**src/hdl/cia_pkg.sv**
```systemverilog
// Shared types and constants for the command ID allocator.
// No dependencies; compile first.
package cia_pkg;

	localparam int CID_W      = 8;
	localparam int STATE_W    = 8;
	localparam int CODE_W     = 2;
	localparam int TASK_DEPTH = 256;

	// command codes
	localparam logic [1:0] CMD_ALLOC   = 2'd0;
	localparam logic [1:0] CMD_RELEASE = 2'd1;
	localparam logic [1:0] CMD_UPDATE  = 2'd2;

	// result codes
	localparam logic [CODE_W-1:0] RC_OK    = 2'd0;
	localparam logic [CODE_W-1:0] RC_EMPTY = 2'd1;
	localparam logic [CODE_W-1:0] RC_SYNC  = 2'd2;
	localparam logic [CODE_W-1:0] RC_FULL  = 2'd3;

	typedef enum logic {
		ST_IDLE,
		ST_EXEC
	} state_t;

	// request beat as seen by the datapath
	typedef struct packed {
		logic [1:0]         cmd;
		logic [CID_W-1:0]   cid;
		logic [STATE_W-1:0] expected_state;
		logic [STATE_W-1:0] next_state;
		logic [STATE_W-1:0] new_status;
	} req_t;

	// controller -> datapath
	typedef struct packed {
		logic load;
		logic commit;
	} ctl_t;

	// datapath -> controller
	typedef struct packed {
		logic out_full;
	} sts_t;

endpackage

```
**src/hdl/cia_ifs.sv**
```systemverilog
// Valid/ready channel interfaces for the request and response sides.
// Depends on nothing; compile after cia_pkg.
interface cia_req_if;
	logic       valid;
	logic       ready;
	logic [1:0] cmd;
	logic [7:0] cid;
	logic [7:0] expected_state;
	logic [7:0] next_state;
	logic [7:0] new_status;

	modport source (output valid, cmd, cid, expected_state, next_state, new_status,
		input ready);
	modport sink (input valid, cmd, cid, expected_state, next_state, new_status,
		output ready);
endinterface

interface cia_rsp_if;
	logic       valid;
	logic       ready;
	logic [7:0] granted_cid;
	logic [1:0] result_code;

	modport source (output valid, granted_cid, result_code, input ready);
	modport sink (input valid, granted_cid, result_code, output ready);
endinterface

```
**src/hdl/cia_ctrl.sv**
```systemverilog
// Sequencer for the allocator: accept, then execute and retire one beat.
// Depends on cia_pkg.
module cia_ctrl (
	input  logic          clk,
	input  logic          arst_n,
	input  logic          req_valid,
	input  logic          rsp_ready,
	input  cia_pkg::sts_t sts,
	output logic          req_ready,
	output cia_pkg::ctl_t ctl
);
	import cia_pkg::*;

	state_t state_q, state_d;
	logic   slot_free;

	assign slot_free = !sts.out_full || rsp_ready;

	always_ff @(posedge clk or negedge arst_n) begin
		if (!arst_n) begin
			state_q <= ST_IDLE;
		end else begin
			state_q <= state_d;
		end
	end

	always_comb begin
		state_d = state_q;
		case (state_q)
			ST_IDLE: begin
				if (req_valid) state_d = ST_EXEC;
			end
			ST_EXEC: begin
				if (slot_free) state_d = ST_IDLE;
			end
			default: state_d = ST_IDLE;
		endcase
	end

	always_comb begin
		req_ready  = 1'b0;
		ctl.load   = 1'b0;
		ctl.commit = 1'b0;
		case (state_q)
			ST_IDLE: begin
				req_ready = 1'b1;
				ctl.load  = req_valid;
			end
			ST_EXEC: begin
				ctl.commit = slot_free;
			end
			default: ;
		endcase
	end

endmodule

```
**src/hdl/cia_dp.sv**
```systemverilog
// Datapath: free-ID ring, task state/status tables, pointers, result register.
// Depends on cia_pkg.
module cia_dp #(
	parameter int ID_COUNT = 256
) (
	input  logic                        clk,
	input  logic                        arst_n,
	input  cia_pkg::ctl_t               ctl,
	input  cia_pkg::req_t               req,
	input  logic                        rsp_ready,
	output cia_pkg::sts_t               sts,
	output logic                        rsp_valid,
	output logic [cia_pkg::CID_W-1:0]   granted_cid,
	output logic [cia_pkg::CODE_W-1:0]  result_code
);
	import cia_pkg::*;

	localparam int AW = (ID_COUNT > 1) ? $clog2(ID_COUNT) : 1;
	localparam logic [AW-1:0] LAST_SLOT = AW'(ID_COUNT - 1);

	// memories
	logic [CID_W-1:0]   ring_mem   [ID_COUNT];
	logic [STATE_W-1:0] task_mem   [TASK_DEPTH];
	logic [STATE_W-1:0] status_mem [TASK_DEPTH];
	logic [TASK_DEPTH-1:0] task_vld_q;

	// ring pointers: slot plus lap bit, i.e. modulo 2*ID_COUNT
	logic [AW-1:0] rd_slot_q, wr_slot_q;
	logic          rd_lap_q, wr_lap_q;
	logic          wr_done_q;  // every slot written at least once

	// latched request and registered reads
	req_t               req_q;
	logic [CID_W-1:0]   ring_rd_s1;
	logic               ring_hit_s1;
	logic [STATE_W-1:0] task_rd_s1;
	logic               task_hit_s1;

	// result register
	logic               rsp_valid_q;
	logic [CID_W-1:0]   granted_q;
	logic [CODE_W-1:0]  code_q;

	// execute stage
	logic               ring_empty, ring_full;
	logic [STATE_W-1:0] cur_state;
	logic               state_ok;
	logic               pop, push, st_wr, stat_wr;
	logic [CID_W-1:0]   granted_d;
	logic [CODE_W-1:0]  code_d;

	assign ring_empty = (rd_slot_q == wr_slot_q) && (rd_lap_q == wr_lap_q);
	assign ring_full  = (rd_slot_q == wr_slot_q) && (rd_lap_q != wr_lap_q);
	assign cur_state  = task_hit_s1 ? task_rd_s1 : '0;
	assign state_ok   = (cur_state == req_q.expected_state) ||
		(cur_state inside {[8'd0:8'd2]});

	always_comb begin
		pop       = 1'b0;
		push      = 1'b0;
		st_wr     = 1'b0;
		stat_wr   = 1'b0;
		granted_d = '0;
		code_d    = RC_OK;
		case (req_q.cmd)
			CMD_ALLOC: begin
				if (ring_empty) begin
					code_d = RC_EMPTY;
				end else begin
					pop       = 1'b1;
					granted_d = ring_hit_s1 ? ring_rd_s1 : CID_W'(rd_slot_q);
				end
			end
			CMD_RELEASE: begin
				if (ring_full) begin
					code_d = RC_FULL;
				end else begin
					push = 1'b1;
				end
			end
			CMD_UPDATE: begin
				stat_wr = 1'b1;
				if (state_ok) begin
					st_wr = 1'b1;
				end else begin
					code_d = RC_SYNC;
				end
			end
			default: ;
		endcase
	end

	// request latch and synchronous reads at accept
	always_ff @(posedge clk) begin
		if (ctl.load) begin
			req_q       <= req;
			ring_rd_s1  <= ring_mem[rd_slot_q];
			task_rd_s1  <= task_mem[req.cid];
		end
	end

	always_ff @(posedge clk or negedge arst_n) begin
		if (!arst_n) begin
			ring_hit_s1 <= 1'b0;
			task_hit_s1 <= 1'b0;
		end else if (ctl.load) begin
			ring_hit_s1 <= wr_done_q || (rd_slot_q < wr_slot_q);
			task_hit_s1 <= task_vld_q[req.cid];
		end
	end

	// memory writes at commit
	always_ff @(posedge clk) begin
		if (ctl.commit && push) ring_mem[wr_slot_q] <= req_q.cid;
		if (ctl.commit && st_wr) task_mem[req_q.cid] <= req_q.next_state;
		if (ctl.commit && stat_wr) status_mem[req_q.cid] <= req_q.new_status;
	end

	// pointers and valid bits
	always_ff @(posedge clk or negedge arst_n) begin
		if (!arst_n) begin
			rd_slot_q  <= '0;
			rd_lap_q   <= 1'b0;
			wr_slot_q  <= '0;
			wr_lap_q   <= 1'b1;
			wr_done_q  <= 1'b0;
			task_vld_q <= '0;
		end else if (ctl.commit) begin
			if (pop) begin
				if (rd_slot_q == LAST_SLOT) begin
					rd_slot_q <= '0;
					rd_lap_q  <= !rd_lap_q;
				end else begin
					rd_slot_q <= rd_slot_q + 1'b1;
				end
			end
			if (push) begin
				if (wr_slot_q == LAST_SLOT) begin
					wr_slot_q <= '0;
					wr_lap_q  <= !wr_lap_q;
					wr_done_q <= 1'b1;
				end else begin
					wr_slot_q <= wr_slot_q + 1'b1;
				end
			end
			if (st_wr) task_vld_q[req_q.cid] <= 1'b1;
		end
	end

	// result register
	always_ff @(posedge clk or negedge arst_n) begin
		if (!arst_n) begin
			rsp_valid_q <= 1'b0;
		end else if (ctl.commit) begin
			rsp_valid_q <= 1'b1;
		end else if (rsp_ready) begin
			rsp_valid_q <= 1'b0;
		end
	end

	always_ff @(posedge clk) begin
		if (ctl.commit) begin
			granted_q <= granted_d;
			code_q    <= code_d;
		end
	end

	assign sts.out_full = rsp_valid_q;
	assign rsp_valid    = rsp_valid_q;
	assign granted_cid  = granted_q;
	assign result_code  = code_q;

endmodule

```
**src/hdl/command_id_allocator_with_task_states.sv**
```systemverilog
// Command ID allocator: a ring of free IDs plus a per-ID task state table.
// Depends on cia_pkg, cia_ifs, cia_ctrl and cia_dp.
//
// Hands out command IDs from a free ring that comes out of reset full with
// IDs 0 to ID_COUNT-1 in order, takes them back on release, and keeps an
// 8-bit state and status per ID. Every request beat gives exactly one
// response beat. Allocate pops the oldest free ID (ring empty -> code 1),
// release pushes the given ID (ring full -> code 3, push dropped), update
// always writes the status and moves the state to next_state when the current
// state equals expected_state or is 0, 1 or 2 (otherwise code 2, state kept).
// Each beat is accepted in the idle state, which issues the synchronous reads
// of the ring and task-state memories; the execute state decides, writes back
// and loads the response register, then returns to idle for the next beat.
// The response register sits between the sides, so a new request is accepted
// while a response is still waiting; execution holds only if the previous
// response has not been taken by then. No clearing pass after reset: the ring
// tracks which slots have been written since reset and the task table has a
// valid bit per entry, so the block is ready as soon as reset is released.
module command_id_allocator_with_task_states #(
	parameter int ID_COUNT = 256
) (
	input logic      clk,
	input logic      arst_n,
	cia_req_if.sink  req,
	cia_rsp_if.source rsp
);
	import cia_pkg::*;

	ctl_t ctl;
	sts_t sts;
	req_t req_beat;

	assign req_beat.cmd            = req.cmd;
	assign req_beat.cid            = req.cid;
	assign req_beat.expected_state = req.expected_state;
	assign req_beat.next_state     = req.next_state;
	assign req_beat.new_status     = req.new_status;

	// sequencer
	cia_ctrl u_ctrl (
		.clk       (clk),
		.arst_n    (arst_n),
		.req_valid (req.valid),
		.rsp_ready (rsp.ready),
		.sts       (sts),
		.req_ready (req.ready),
		.ctl       (ctl)
	);

	// ring, tables and response register
	cia_dp #(
		.ID_COUNT (ID_COUNT)
	) u_dp (
		.clk         (clk),
		.arst_n      (arst_n),
		.ctl         (ctl),
		.req         (req_beat),
		.rsp_ready   (rsp.ready),
		.sts         (sts),
		.rsp_valid   (rsp.valid),
		.granted_cid (rsp.granted_cid),
		.result_code (rsp.result_code)
	);

`ifndef SYNTHESIS
	// one beat in flight: an accept is never followed by another next cycle
	a_one_in_flight: assert property (@(posedge clk) disable iff (!arst_n)
		req.valid && req.ready |=> !req.ready)
		else $error("request accepted back to back");

	// a response only appears as the result of an execute cycle
	a_rsp_from_commit: assert property (@(posedge clk) disable iff (!arst_n)
		rsp.valid && !$past(rsp.valid) |-> $past(ctl.commit))
		else $error("response without commit");

	// a failed command carries no ID: granted_cid reads zero
	a_grant_only_ok: assert property (@(posedge clk) disable iff (!arst_n)
		rsp.valid && rsp.result_code != RC_OK |-> rsp.granted_cid == '0)
		else $error("granted ID on failed command");

	// execute never overwrites a response still waiting
	a_no_overwrite: assert property (@(posedge clk) disable iff (!arst_n)
		ctl.commit |-> !rsp.valid || rsp.ready)
		else $error("response overwritten");
`endif

endmodule
```
**src/flat_wrapper.sv**
```systemverilog
// flat-port wrapper written by rule: the top's interface ports become plain ports
module command_id_allocator_with_task_states_flat import cia_pkg::*;
#(
	parameter int ID_COUNT = 256
)
  (clk, arst_n, req_valid, req_cmd, req_cid, req_expected_state, req_next_state, req_new_status, req_ready, rsp_valid, rsp_granted_cid, rsp_result_code, rsp_ready);
  cia_req_if req_i ();
  cia_rsp_if rsp_i ();
  input logic clk;
  input logic arst_n;
  input wire logic [$bits(req_i.valid)-1:0] req_valid;
  input wire logic [$bits(req_i.cmd)-1:0] req_cmd;
  input wire logic [$bits(req_i.cid)-1:0] req_cid;
  input wire logic [$bits(req_i.expected_state)-1:0] req_expected_state;
  input wire logic [$bits(req_i.next_state)-1:0] req_next_state;
  input wire logic [$bits(req_i.new_status)-1:0] req_new_status;
  output wire logic [$bits(req_i.ready)-1:0] req_ready;
  output wire logic [$bits(rsp_i.valid)-1:0] rsp_valid;
  output wire logic [$bits(rsp_i.granted_cid)-1:0] rsp_granted_cid;
  output wire logic [$bits(rsp_i.result_code)-1:0] rsp_result_code;
  input wire logic [$bits(rsp_i.ready)-1:0] rsp_ready;
  assign req_i.valid = req_valid;
  assign req_i.cmd = req_cmd;
  assign req_i.cid = req_cid;
  assign req_i.expected_state = req_expected_state;
  assign req_i.next_state = req_next_state;
  assign req_i.new_status = req_new_status;
  assign req_ready = req_i.ready;
  assign rsp_valid = rsp_i.valid;
  assign rsp_granted_cid = rsp_i.granted_cid;
  assign rsp_result_code = rsp_i.result_code;
  assign rsp_i.ready = rsp_ready;
  command_id_allocator_with_task_states #(.ID_COUNT(ID_COUNT)) u_core (.clk(clk), .arst_n(arst_n), .req(req_i), .rsp(rsp_i));
endmodule
```
**config.mk**
```make
export PLATFORM = sky130hd
export DESIGN_NAME = command_id_allocator_with_task_states_flat
export DESIGN_NICKNAME = d
export VERILOG_FILES = /design/src/hdl/cia_pkg.sv /design/src/hdl/cia_ifs.sv /design/src/hdl/cia_ctrl.sv /design/src/hdl/cia_dp.sv /design/src/hdl/command_id_allocator_with_task_states.sv /design/src/flat_wrapper.sv
export SDC_FILE = /design/constraint.sdc
export NUM_CORES = 2
export LEC_CHECK = 0
export BUFFER_PORTS_ARGS = -buffer_cell sky130_fd_sc_hd__buf_2
export CAP_MARGIN = 20
export CORE_MARGIN = 4
export CORE_UTILIZATION = 40
export CTS_BUF_LIST = sky130_fd_sc_hd__clkbuf_4 sky130_fd_sc_hd__clkbuf_8 sky130_fd_sc_hd__clkbuf_16
export DETAILED_ROUTE_END_ITERATION = 8
export GPL_ROUTABILITY_DRIVEN = 0
export SLEW_MARGIN = 30
export SYNTH_ARGS = -nofsm -noshare
export SYNTH_HDL_FRONTEND = slang
export SYNTH_SLANG_ARGS = --single-unit
export TNS_END_PERCENT = 10
```
**constraint.sdc**
```tcl
create_clock -name clk -period 8.1 [get_ports clk]
set_clock_uncertainty 0.2 [all_clocks]
set_input_delay 0.81 -clock clk [delete_from_list [all_inputs] [get_ports clk]]
set_output_delay 0.81 -clock clk [all_outputs]
set_load 0.03 [all_outputs]
```
After elaboration in Yosys (flattened, before gate mapping)
Memories as Yosys holds them, arrays and structs flattened. A register that Yosys moved wholly into a read port is not among the register bits.
Cells that the tools add are included.
{"block": "word_totals", "in_bits": 38, "ff_bits": 315, "elab_cells": 87, "mem_count": 2, "ram_bits": 4096, "output_inout_bits": 12}
{"memory": "u_core.u_dp.ring_mem", "depth": 256, "word_bits": 8, "rd": 1, "rd_clocked_by_memory_dff": 1, "wr": 1, "line": "cia_dp.sv:22", "text": "logic [CID_W-1:0] ring_mem [ID_COUNT];"}
{"memory": "u_core.u_dp.task_mem", "depth": 256, "word_bits": 8, "rd": 1, "rd_clocked_by_memory_dff": 1, "wr": 1, "line": "cia_dp.sv:23", "text": "logic [STATE_W-1:0] task_mem [TASK_DEPTH];"}
{"block": "classes", "muxes": 30, "n_bitwise": 3, "order_cmp": 6, "reduce_logical": 20, "n_addsub": 2, "n_eq_ne": 8}
{"cell": "bitwise OR 256 bit", "count": 1}
{"cell": "2-to-1 mux 8 bit", "count": 4}
{"cell": "2-to-1 mux 1 bit", "count": 20}
{"cell": "< comparator 8 x 9 -> 1 bit, second input constant", "count": 2}
{"cell": "adder 8 x 1 -> 8 bit, second input constant", "count": 2}
{"cell": "equality test 8 bit", "count": 2}
{"cell": "equality test 8 bit, second input constant", "count": 2}
{"cell": ">= comparator 8 x 1 -> 1 bit, second input constant", "count": 2}
{"cell": "binary-select mux 1 bit (select 8 bit)", "count": 1}
{"cell": "demux 1 bit (select 8 bit)", "count": 1}
{"cell": "less-or-equal comparator 8 x 2 -> 1 bit, second input constant", "count": 1}
{"cell": "< comparator 8 bit", "count": 1}
{"cell": "logical AND 1 bit", "count": 6}
{"cell": "one-hot mux 2 bit (3 select lines)", "count": 1}
{"cell": "AND reduction 2 bit", "count": 3}
{"cell": "AND reduction 3 bit", "count": 2}
{"cell": "2-to-1 mux 2 bit", "count": 2}
{"cell": "logical NOT 1 bit", "count": 3}
{"cell": "logical OR 1 bit", "count": 3}
{"cell": "equality test 2 x 1 -> 1 bit, second input constant", "count": 1}
{"cell": "equality test 2 bit, second input constant", "count": 1}
{"cell": "logical NOT 2 bit", "count": 1}
{"cell": "inverter 1 bit", "count": 2}
{"cell": "one-hot mux 1 bit (2 select lines)", "count": 1}
{"cell": "other kinds (4)", "count": 4}

Logic depth before layout (Yosys ltp)
{"block": "logic_depth", "ltp_word": 9, "mapped_depth": 16, "mapped_depth_nobuf": 9}

Hierarchy
A second synthesis with hierarchy kept.
{"block": "unflattened", "cells_unflattened": 8204, "hier_area_um2": 171076.6}
{"mod": "cia_dp", "area_per_inst_um2": 171021.5, "seq_area_each_um2": 131517.4, "n_inst": 1, "cells_per_inst": 8198}
{"mod": "cia_ctrl", "area_per_inst_um2": 55.1, "seq_area_each_um2": 25.0, "n_inst": 1, "cells_per_inst": 6}

Least setup slack after synthesis
No wires, ideal clock.
{"block": "synth_path", "path_kind": "register -> register", "startpoint": "register u_core.u_dp.req_q[27] (netlist bit)", "endpoint": "memory u_core.u_dp.task_mem[127][0], enable pin", "arrival_time_ns": 4.815, "slack_ns": 2.715, "setup_ns": 0.370, "stages_incl_launch_ff": 5, "cell_sequence": "edfxtp_1 -> and3_1 -> nand3_1 -> clkbuf_1 -> nor2_1"}
{"item": "from (decl)", "line": "cia_dp.sv:33", "text": "req_t req_q;"}
{"item": "from (signal assigned)", "line": "cia_dp.sv:96", "text": "req_q <= req;"}
{"item": "to (decl)", "line": "cia_dp.sv:23"}
Straight into the memory's write port.

Worst setup path in the final report
{"block": "layout_path", "startpoint": "register u_core.u_dp.task_hit_s1", "endpoint": "memory u_core.u_dp.task_mem[199][7], enable pin"}
{"block": "layout_between", "elab_chain_len": 9, "elab_cells_between_ends": 11, "cone_classes": "2 x order compare; 1 x eq/ne; 5 x mux; 3 x reduce/logical"}
{"item": "from (decl)", "line": "cia_dp.sv:37", "text": "logic task_hit_s1;"}
{"item": "from (signal assigned)", "line": "cia_dp.sv:108", "text": "task_hit_s1 <= task_vld_q[req.cid];"}
{"item": "2-to-1 mux 8 bit *", "line": "cia_dp.sv:54", "text": "assign cur_state = task_hit_s1 ? task_rd_s1 : '0;"}
{"item": ">= comparator 8 x 1 -> 1 bit or less-or-equal comparator 8 x 2 -> 1 bit (tied branches)", "line": "cia_dp.sv:56", "text": "(cur_state inside {[8'd0:8'd2]});"}
{"item": "logical AND 1 bit", "line": "cia_dp.sv:56"}
{"item": "logical OR 1 bit *", "line": "cia_dp.sv:55", "text": "assign state_ok = (cur_state == req_q.expected_state) ||"}
{"item": "2-to-1 mux 1 bit *", "line": "cia_dp.sv:83", "text": "if (state_ok) begin"}
{"item": "2-to-1 mux 1 bit *", "line": "cia_dp.sv:65", "text": "case (req_q.cmd)"}
{"item": "logical AND 1 bit *", "line": "cia_dp.sv:115", "text": "if (ctl.commit && st_wr) task_mem[req_q.cid] <= req_q.next_state;"}
{"item": "2-to-1 mux 1 bit *", "line": "cia_dp.sv:115"}
{"item": "2-to-1 mux 1 bit (not written as such) *", "line": "cia_dp.sv:115"}
Mark *: on every way between the ends. The rest lies on a longest branch, timed or not.

==> run_results.csv <==
group,metric,value,unit
logic_synthesis,synth_fa_ha_area_share,0.09491,%
floorplanning,fp.dieH,662.5,um
detailed_routing,dr.pass1.iters,8,
floorplanning,core_area,0.4270,mm2
clock_network,cts_buffers,439,
floorplanning,row_count,240,
logic_synthesis,yosys.area_share.simple,2.423,%
logic_synthesis,synth_compound_area_share,4.228,%
detailed_routing,drc,0,
pwr,ir_drop,0.0002348,V
sta,whs,0.09890,ns
setup_path,required,8.48,ns
placement,dpl.hpwl,256200,um
setup_path,worstPathMaxFanout,17,
pwr,p_sw_share,26.56,%
detailed_routing,viasPerCell,5.854,
clock_network,cts_setup_buffers,0,
pwr,switching_power,14.85,mW
pwr,clkPwrFrac,36.3,%
detailed_routing,drt_iter0_markers,10520,
detailed_routing,routed_wl,439500,um
placement,place_area,0.1782,mm2
sta,fin_setup_tns,0,ns
sta,period_minus_slack,5.239,ns
logic_synthesis,netlist_area,0.1714,mm2
pwr,seq_power_share,47.0,%
run_status,status,"finished, final reports clean",
logic_synthesis,syn_avg_cell_area,20.81,um2
clock_network,htree_levels,5,
logic_synthesis,async_flop_share,6.302,%
setup_path,worstSetupStartpointType,"flip-flop",
global_routing,overflow,0,
floorplanning,io_pins,50,
setup_path,path_class,"reg -> reg",
placement,io_buffers,41,
cells_and_area,drive_gt1_share,24.04,%
cells_and_area,finalInstanceArea,0.1934,mm2
cells_and_area,final_core_util,45.29,%
logic_synthesis,ys_seq_elements,4427,
setup_path,arrival,5.62,ns
cells_and_area,layout.nets,8461,
worst_hold_path,min_path_type,"in -> reg",
logic_synthesis,synth_top_family_by_area,"multiplexers",
logic_synthesis,yosys_warnings,0,
setup_path,worstSetupEndpointType,"flip-flop",
logic_synthesis,synthFlopType,"edfxtp_1",
sta,fmax,190.9,MHz
sta,worst_slack,2.861,ns
floorplanning,dieWidth,662.5,um
sta,hold_viol_final,0,
pwr,p_per_area,289.0,mW/mm2
floorplanning,start_util,40.13,%
pwr,power.internal,41.04,mW
logic_synthesis,yosysUniqueCellTypes,71,
cells_and_area,areaGrowthSynthToFinish,12.84,%
logic_synthesis,syn-num-nets,8288,
pwr,p_leak,60.38,nW
logic_synthesis,synth-xor-area-share,0.09710,%
cells_and_area,instances_no_fill,14480,
logic_synthesis,syn_inst,8237,
sta,min_period_over_period,64.68,%
clock_network,clk_transition_reported_paths,0.07,ns
global_routing,grt_pass1_wl,632100,um
clock_network,cts_sinks,4427,
placement,dp_slack,2.813,ns
global_routing,first_global_vias,86120,
pwr,fin_total_pwr,55.89,mW
global_routing,antenna_found_initial,26,
sta,grt_setup_unrepaired,"false",
sta,drv_slew,0,
sta,slew_headroom,25.57,%
logic_synthesis,ys_seq_area_share,76.76,%
placement,place_inst,13620,
clock_network,cts_buffer_depth,4,
clock_network,clkLatencyLatePin,1.01,ns
global_routing,track_usage,19.62,%
detailed_routing,vias,84780,
clock_network,cts_tree,"built",
sta,setup_viol,0,
sta,tightest_slew,1.106,ns
floorplanning,die-area,0.4390,mm2
global_routing,grt_start_max_net_pins,252,
flow_run,cap_violations,0,
pwr,comb_power_share,16.7,%
clock_network,root_buffer,"clkbuf_16",
detailed_routing,drtAntennaViolNets,0,
detailed_routing,wire_per_inst,30.35,um
logic_synthesis,synthMuxAreaShare,14.86,%
logic_synthesis,synth_enable_flop_cells,4148,
==> registers in the layout, indices dropped and copies added (netlist names), 26 cells and up <==
name,cells
u_core.u_dp.ring_mem,2048
u_core.u_dp.req_q,26
u_core.u_dp.task_vld_q,256
u_core.u_dp.task_mem,2048
==> power by group through the flow <==
stage / clock (mW) / sequential (mW) / combinational (mW)
after floorplan: 0 / 27.2 / 5.52
after global placement: 0 / 26.7 / 9.18
after detailed placement: 0 / 26.7 / 9.31
after CTS: 20.6 / 26.3 / 9.34
after global routing: 21.6 / 26.3 / 9.81
final: 20.3 / 26.3 / 9.33
==> worst max-delay path: stages (launching register included) <==
cell	delay [ns]
dfrtp_1	0.42
or4_1	0.54
a21oi_1	0.17
a31oi_1	0.30
buf_4	0.28
nor4b_2	0.42
and3b_1	0.40
nand3_2	0.73
buf_4	0.56
nor2_1	0.70
==> repair_timing <==
action | CTS | global route
gates resized for setup | 0 | 0
endpoints found under the hold margin | 113 | 0
hold buffers | 23 | 0
setup endpoints to repair | 0 | 0
==> kinds of logic (layout without fill, tap and decap cells) <==
group,count (synthesis),count (layout)
buffers and inverters,557,1109
and+or+nand+nor,948,948
adders and majority gates,13,13
muxes,1245,1245
other,0,6
DFF,4427,4427
xor gates and xnor gates,19,19
AOI/OAI and AO/OA,1028,1028
==> path summary, 6_finish.rpt <==
kind | slack [ns] | end | start | cells past startpoint
max | 2.86 | u_core.u_dp.task_mem[199][7] | u_core.u_dp.task_hit_s1 | 9
min | 0.1 | u_core.u_dp.req_q[27] | req_cid[3] | 1
max reg2reg | 2.86 | u_core.u_dp.task_mem[199][7] | u_core.u_dp.task_hit_s1 | 9
min reg2reg | 0.27 | u_core.u_dp.task_vld_q[46] | u_core.u_dp.task_vld_q[46] | 1
max in group asynchronous | 5.51 | u_core.u_dp.task_vld_q[226] | arst_n | 4
min in group asynchronous | 0.27 | u_core.u_dp.task_vld_q[210] | arst_n | 2
==> placed cells by master, fill, tap and decap left out, drive strengths merged, types with 23 or more instances in the layout <==
| master | Yosys | routed |
|---|---|---|
| nor2 | 570 | 570 |
| nand2 | 124 | 124 |
| bufinv | 0 | 35 |
| clkinv | 1 | 209 |
| inv | 17 | 29 |
| a21oi | 174 | 174 |
| dfrtp | 278 | 278 |
| dlygate4sd3 | 0 | 23 |
| nor2b | 35 | 35 |
| buf | 261 | 248 |
| mux2i | 191 | 191 |
| a22oi | 361 | 361 |
| nand4 | 24 | 24 |
| o21bai | 258 | 258 |
| o21ai | 26 | 26 |
| a211oi | 36 | 36 |
| clkbuf | 278 | 553 |
| o22ai | 52 | 52 |
| mux4 | 1038 | 1038 |
| edfxtp | 4148 | 4148 |
| nand3 | 62 | 62 |
| nor4 | 40 | 40 |
==> Yosys cell counts (17+ instances only) <==
cell / n / area [um2]
nand2_1: 124 / 465.5
buf_1: 54 / 202.7
dfrtp_1: 278 / 6957
mux2i_1: 191 / 1912
a22oi_1: 361 / 2710
buf_4: 44 / 330.3
a31oi_1: 17 / 106.4
a221oi_1: 17 / 148.9
nand3_1: 62 / 310.3
a21oi_1: 174 / 870.8
nor2_1: 570 / 2140
nor2b_1: 35 / 219.0
nand4_1: 23 / 143.9
o21ai_0: 26 / 130.1
nor4_1: 40 / 250.2
edfxtp_1: 4148 / 124600
a211oi_1: 36 / 270.3
o221ai_1: 19 / 166.4
o22ai_1: 52 / 325.3
buf_2: 136 / 680.7
buf_6: 26 / 292.8
mux4_2: 1038 / 23380
inv_1: 17 / 63.81
clkbuf_1: 278 / 1044
o21bai_1: 258 / 1937
nor3_1: 22 / 110.1
==> cell type report <==
class / count / area (um2)
Fill cell: 35580 / 233600
Sequential cell: 4427 / 131600
Multi-Input combinational cell: 3253 / 37400
Clock buffer: 553 / 12010
Tap cell: 5687 / 7116
Timing Repair Buffer: 271 / 2674
Clock inverter: 267 / 2540
Inverter: 18 / 68.82
Antenna cell: 6 / 15.01
==> metal layers <==
| metal | GRT usage [%] | part of all wire [%] | vias up |
|---|---|---|---|
| li1 | - | - | 34650 |
| met1 | 27.22 | 40 | 45370 |
| met2 | 31.44 | 48 | 3926 |
| met3 | 3.431 | 8.3 | 833 |
| met4 | 6.861 | 4.0 | 12 |
| met5 | 0 | 0.018 | - |
Power figures use the tool's default switching activity.
